$ cat src/ftri_pkg.sv
// Shared types and constants of the field-map trilinear interpolator.
// Used by the controller, the datapath and the interpolation lanes.
package ftri_pkg;

    localparam int IDX_W   = 8;
    localparam int FRAC_W  = 16;
    localparam int Q_W     = IDX_W + FRAC_W;
    localparam int VAL_W   = 24;
    localparam int PT_W    = 32;
    localparam int SPAN_W  = 31;
    localparam int SCALE_W = 24;
    localparam int ACC_W   = VAL_W + FRAC_W;
    localparam int OUT_W   = 32;
    localparam int DIV_STEPS = Q_W;
    localparam int CFG_AW  = 3;

    localparam logic [CFG_AW-1:0] REG_LOW_X  = 3'd0;
    localparam logic [CFG_AW-1:0] REG_LOW_Y  = 3'd1;
    localparam logic [CFG_AW-1:0] REG_LOW_Z  = 3'd2;
    localparam logic [CFG_AW-1:0] REG_SPAN_X = 3'd3;
    localparam logic [CFG_AW-1:0] REG_SPAN_Y = 3'd4;
    localparam logic [CFG_AW-1:0] REG_SPAN_Z = 3'd5;
    localparam logic [CFG_AW-1:0] REG_SCALE  = 3'd6;
    localparam logic [CFG_AW-1:0] REG_UNUSED = 3'd7;

    localparam logic [1:0] AXIS_X = 2'd0;
    localparam logic [1:0] AXIS_Y = 2'd1;
    localparam logic [1:0] AXIS_Z = 2'd2;

    localparam logic [1:0] LS_Z = 2'd0;
    localparam logic [1:0] LS_Y = 2'd1;
    localparam logic [1:0] LS_X = 2'd2;

    typedef struct packed {
        logic       cap_in;
        logic       mem_we;
        logic       chk;
        logic       dload;
        logic       dstep;
        logic       dfinish;
        logic       rd;
        logic       rd_z;
        logic [1:0] lerp_sel;
        logic       cap_v0;
        logic       cap_by;
        logic       cap_bx;
        logic       cap_r;
        logic       sc;
        logic       out_load;
        logic [1:0] axis;
        logic [1:0] pair;
    } ctrl_cmd_t;

    typedef struct packed {
        logic is_query;
        logic in_box;
    } ctrl_stat_t;

endpackage

$ cat src/ftri_ctrl.sv
// Controller state machine: sequences writes, span divisions, corner reads and blends.
// Depends on ftri_pkg.
module ftri_ctrl (
    input  logic                 aclk,
    input  logic                 aresetn,
    input  logic                 s_tvalid,
    output logic                 s_tready,
    output logic                 m_tvalid,
    input  logic                 m_tready,
    input  ftri_pkg::ctrl_stat_t stat,
    output ftri_pkg::ctrl_cmd_t  cmd
);
    import ftri_pkg::*;

    localparam logic [3:0] S_IDLE  = 4'd0;
    localparam logic [3:0] S_DEC   = 4'd1;
    localparam logic [3:0] S_DLOAD = 4'd2;
    localparam logic [3:0] S_DIV   = 4'd3;
    localparam logic [3:0] S_RA    = 4'd4;
    localparam logic [3:0] S_RB    = 4'd5;
    localparam logic [3:0] S_LZ    = 4'd6;
    localparam logic [3:0] S_CZ    = 4'd7;
    localparam logic [3:0] S_LY    = 4'd8;
    localparam logic [3:0] S_CY    = 4'd9;
    localparam logic [3:0] S_LX    = 4'd10;
    localparam logic [3:0] S_CX    = 4'd11;
    localparam logic [3:0] S_SC    = 4'd12;
    localparam logic [3:0] S_DONE  = 4'd13;

    logic [3:0] state_reg, state_next;
    logic [4:0] cnt_reg, cnt_next;
    logic [1:0] axis_reg, axis_next;
    logic [1:0] pair_reg, pair_next;
    logic       m_tvalid_reg, m_tvalid_next;

    always_ff @(posedge aclk) begin
        if (!aresetn) begin
            state_reg    <= S_IDLE;
            cnt_reg      <= '0;
            axis_reg     <= AXIS_X;
            pair_reg     <= '0;
            m_tvalid_reg <= 1'b0;
        end else begin
            state_reg    <= state_next;
            cnt_reg      <= cnt_next;
            axis_reg     <= axis_next;
            pair_reg     <= pair_next;
            m_tvalid_reg <= m_tvalid_next;
        end
    end

    assign s_tready = (state_reg == S_IDLE);
    assign m_tvalid = m_tvalid_reg;

    always_comb begin
        state_next = state_reg;
        cnt_next   = cnt_reg;
        axis_next  = axis_reg;
        pair_next  = pair_reg;
        cmd        = '0;
        cmd.axis   = axis_reg;
        cmd.pair   = pair_reg;
        cmd.lerp_sel = LS_Z;
        case (state_reg)
            S_IDLE: begin
                if (s_tvalid) begin
                    cmd.cap_in = 1'b1;
                    state_next = S_DEC;
                end
            end
            S_DEC: begin
                if (stat.is_query) begin
                    cmd.chk    = 1'b1;
                    axis_next  = AXIS_X;
                    state_next = S_DLOAD;
                end else begin
                    cmd.mem_we = 1'b1;
                    state_next = S_IDLE;
                end
            end
            S_DLOAD: begin
                if (stat.in_box) begin
                    cmd.dload  = 1'b1;
                    cnt_next   = '0;
                    state_next = S_DIV;
                end else begin
                    state_next = S_DONE;
                end
            end
            S_DIV: begin
                cmd.dstep = 1'b1;
                cnt_next  = cnt_reg + 5'd1;
                if (cnt_reg == 5'(DIV_STEPS - 1)) begin
                    cmd.dfinish = 1'b1;
                    if (axis_reg == AXIS_Z) begin
                        pair_next  = '0;
                        state_next = S_RA;
                    end else begin
                        axis_next  = axis_reg + 2'd1;
                        state_next = S_DLOAD;
                    end
                end
            end
            S_RA: begin
                cmd.rd     = 1'b1;
                state_next = S_RB;
            end
            S_RB: begin
                cmd.rd     = 1'b1;
                cmd.rd_z   = 1'b1;
                cmd.cap_v0 = 1'b1;
                state_next = S_LZ;
            end
            S_LZ: begin
                cmd.lerp_sel = LS_Z;
                state_next   = S_CZ;
            end
            S_CZ: begin
                cmd.cap_by = 1'b1;
                if (pair_reg[0]) begin
                    state_next = S_LY;
                end else begin
                    pair_next  = pair_reg + 2'd1;
                    state_next = S_RA;
                end
            end
            S_LY: begin
                cmd.lerp_sel = LS_Y;
                state_next   = S_CY;
            end
            S_CY: begin
                cmd.cap_bx = 1'b1;
                if (pair_reg[1]) begin
                    state_next = S_LX;
                end else begin
                    pair_next  = pair_reg + 2'd1;
                    state_next = S_RA;
                end
            end
            S_LX: begin
                cmd.lerp_sel = LS_X;
                state_next   = S_CX;
            end
            S_CX: begin
                cmd.cap_r  = 1'b1;
                state_next = S_SC;
            end
            S_SC: begin
                cmd.sc     = 1'b1;
                state_next = S_DONE;
            end
            S_DONE: begin
                if (!m_tvalid_reg || m_tready) begin
                    cmd.out_load = 1'b1;
                    state_next   = S_IDLE;
                end
            end
            default: begin
                state_next = S_IDLE;
            end
        endcase
    end

    always_comb begin
        m_tvalid_next = m_tvalid_reg;
        if (cmd.out_load) begin
            m_tvalid_next = 1'b1;
        end else if (m_tready) begin
            m_tvalid_next = 1'b0;
        end
    end

    a_no_overwrite: assert property (@(posedge aclk) disable iff (!aresetn)
        cmd.out_load |-> (!m_tvalid_reg || m_tready))
        else $error("result overwritten before it was taken");

    a_valid_from_done: assert property (@(posedge aclk) disable iff (!aresetn)
        (!m_tvalid_reg && m_tvalid_next) |-> (state_reg == S_DONE))
        else $error("result raised outside the done state");

    a_axis_range: assert property (@(posedge aclk) disable iff (!aresetn)
        (state_reg == S_DIV || state_reg == S_DLOAD) |-> (axis_reg != 2'd3))
        else $error("divider axis out of range");

    a_write_kind: assert property (@(posedge aclk) disable iff (!aresetn)
        cmd.mem_we |-> !stat.is_query)
        else $error("grid written by a query item");
endmodule

$ cat config.mk
export PLATFORM = sky130hd
export DESIGN_NAME = ftri_ctrl
export DESIGN_NICKNAME = d
export VERILOG_FILES = /design/src/ftri_pkg.sv /design/src/ftri_ctrl.sv
export SDC_FILE = /design/constraint.sdc
export NUM_CORES = 1
export LEC_CHECK = 0
export BUFFER_PORTS_ARGS = -buffer_cell sky130_fd_sc_hd__clkbuf_2
export CORE_MARGIN = 2
export CORE_UTILIZATION = 40
export CTS_BUF_LIST = sky130_fd_sc_hd__clkbuf_4 sky130_fd_sc_hd__clkbuf_8 sky130_fd_sc_hd__clkbuf_16
export CTS_CLUSTER_DIAMETER = 60
export DETAILED_ROUTE_END_ITERATION = 8
export SLEW_MARGIN = 20
export SYNTH_ARGS = -nofsm -noshare
export SYNTH_HDL_FRONTEND = slang
export SYNTH_SLANG_ARGS = --single-unit
$ cat constraint.sdc
create_clock -name aclk -period 1.9 [get_ports aclk]
set_input_delay 0.285 -clock aclk [delete_from_list [all_inputs] [get_ports aclk]]
set_output_delay 0.285 -clock aclk [all_outputs]
set_load 0.05 [all_outputs]
==> impl_metrics.tcl <==
set metrics [dict create \
    syn2layout_area_growth_pct 25.2 \
    drc_errors 0 \
    yosys.cell_types.count 41 \
    p_seq_share_pct 41.7 \
    yosys.area_share.simple_pct 32.7 \
    postRouteAntennaNets 0 \
    synthFlopType "dfxtp_1" \
    syn_nets 139 \
    max-slew-margin-rel_pct 76.7 \
    rsz0062_at_grt "no" \
    yosysWarnings 0 \
    power_leakage_nw 0.507 \
    ys_ff_latch 14 \
    firstDrtPassIters 4 \
    max_freq_ghz 0.544 \
    via_per_inst 5.65 \
    final_area_um2 1230 \
    finalSetupViolations 0 \
    hpwl_mm 1.83 \
    status "complete, no violations" \
    dieArea_um2 2870 \
    hold_buffers 0 \
    grt_overflow 0 \
    row_count 17 \
    start_util_pct 43.2 \
    ff2ff_path_depth 4 \
    tns_ns 0 \
    post_cts_buffers 0 \
    final_nets 166 \
    power.total_mw 0.791 \
    startpoint "state_reg[0]" \
    cap_violations 0 \
    irDropWorstVdd_mv 0.449 \
    antenna_cells 0 \
    synthArstFlopShare_pct 0 \
    tritoncts "done" \
    ys_seq_area_share_pct 28.5 \
    synth_top_family_by_area "simple AND/OR/NAND/NOR gates" \
    worstPathMaxFanout 8 \
    clkTransAtPathRegs_ns 0.10 \
    synth_area_leaders "dfxtp_1 (29%), nor2_1 (6.9%), o21ai_0 (5.6%)" \
    clock_sinks 14 \
    slowest_delay_ns 0.39 \
    critPathBufInv 3 \
    worstPathArrival_ns 1.55 \
    critical_path_depth 5 \
    crit_family "buffers and inverters" \
    gp_congestion 0.817 \
    crit_top_cell "buf_4" \
    cts_root_buf "clkbuf_4" \
    slew_violations 0 \
    synthCells 131 \
    cp.required_ns 1.62 \
    die_w_um 53.6 \
    synth_enable_flop_cells 0 \
    synth.largest_area_cell "dfxtp_1" \
    finClkSkew_ns 0.0104 \
    wl_mm 2.47 \
    antenna_found_initial 0 \
    finalHoldViolCount 0 \
    layout-drive-gt1-share_pct 30.6 \
    syn_area_um2 982 \
    hp-class "in2reg" \
    multi_input_area_um2 674 \
    largest_reg_flops 5 \
    dpl_cell_area_um2 1160 \
    core_um2 2280 \
    synthAdderAreaFrac_pct 2.55 \
    swShare_pct 35.9 \
    num_vias 1045 \
    die_h_um 53.6 \
    pwr-share-comb_pct 30.8 \
    wl_per_cell_um 13.3 \
    grt_pass1_wl_mm 3.99 \
    tightest_slew_ns 0.347 \
    p_int_mw 0.507 \
    final_common_cell "clkbuf_2" \
    power.switching_mw 0.284 \
    min_path_cells 3 \
    power_density_nw_per_um2 643 \
    port_buffers 27 \
    path_class "reg2out" \
    critPathSlowestCell "dfxtp_2" \
    crit_path_cell_trace "buf_4 > buf_4 > nor3_4 > and2_1 > clkbuf_4" \
    clockPowerShare_pct 27.5 \
    grt_max_degree 17 \
    h-tree-depth 1 \
    cts_inserted_buffers 3 \
    track_usage_pct 19.0 \
    hp-start "aresetn" \
    synth-xor-area-share_pct 0 \
    period_minus_slack_ns 1.84 \
    final_cell_mix "clkbuf_2 (24), nor2_1 (17), o21ai_0 (11)" \
    first_iter_violations 25 \
    synth_top_area_share_pct 28.5 \
    period_share_pct 96.7 \
    pin_count 28 \
    synthMuxAreaShare_pct 0 \
    synth_area_per_cell_um2 7.50 \
    clk_path_buf_depth 2 \
    worst_setup_path_start_kind "register" \
    final.fill_count 238 \
    synth_compound_area_share_pct 28.8 \
    grt_pass1_vias 905 \
    worst_setup_path_end_kind "primary output" \
    seqCellArea_um2 288 \
    rr_startpoint "state_reg[3]" \
    clock_latency_ns 0.28 \
]
-- worst min-delay path, stage by stage --
cell and delay [ns]:
clkbuf_2 0.21, nand2_1 0.12, o2bb2ai_1 0.05
-- path summary, 6_finish.rpt --
path	endpoint	slack, ns
max	cmd[19]	0.06
max reg2reg	state_reg[2]	0.31
min reg2reg	cnt_reg[4]	0.48
min	state_reg[1]	0.41
-- cell type report --
type	count	share of cell area (%)
multi-input cells	102	54.8
flip-flops and latches	14	23.4
repair buffers	32	14.4
clock buffers	4	2.95
well taps	28	2.85
inverters	5	1.53
-- per-layer routing --
layer / vias to the layer above / routed length (um) / global-route usage [%]
li1: 525 / - / -
met4: 0 / 17 / 9.40
met3: 2 / 87 / 2.50
met1: 490 / 1200 / 25.6
met2: 28 / 1170 / 29.8
met5: - / 0 / 0
-- power by group through the flow --
| stage | clock network, mW | logic [mW] | registers, mW |
|---|---|---|---|
| after floorplan | 0 | 0.197 | 0.317 |
| after global placement | 0 | 0.234 | 0.332 |
| after detailed placement | 0 | 0.237 | 0.333 |
| after CTS | 0.224 | 0.243 | 0.327 |
| after global routing | 0.238 | 0.263 | 0.333 |
| final | 0.217 | 0.244 | 0.330 |
-- cells in the mapped netlist, types with 3 or more instances --
cell type	count
or3_1	4
nand2b_1	6
inv_1	4
buf_2	4
nor3_1	4
nand2_1	5
nor2_1	18
nand3_1	3
o21ai_0	11
buf_4	3
dfxtp_1	14
clkbuf_1	3
nor2b_1	7
a21oi_1	10
-- repair_timing --
item	in CTS	in global routing
setup endpoints to repair	8	3
gates resized for setup	5	6
cloned	0	0
-- per-stage QoR --
stage / setup slack [ns] / hold slack [ns] / utilization [%] / cells
after floorplan: -0.163 / 0.413 / - / 131
after global placement: 0.217 / 0.454 / 51.2 / 181
after detailed placement: 0.171 / 0.461 / 51.2 / 181
after CTS: 0.0139 / 0.402 / 53.2 / 185
after global routing: 0.00115 / 0.428 / 54.0 / 185
final: 0.0619 / 0.410 / 54.0 / 185
-- logic make-up (layout without fill, tap and decap cells) --
logic type,count (synthesis),after routing
simple gates,58,58
compound gates,42,42
flops,14,14
fa+ha+maj,2,2
buf+inv,15,41
Power figures use the tool's default switching activity.
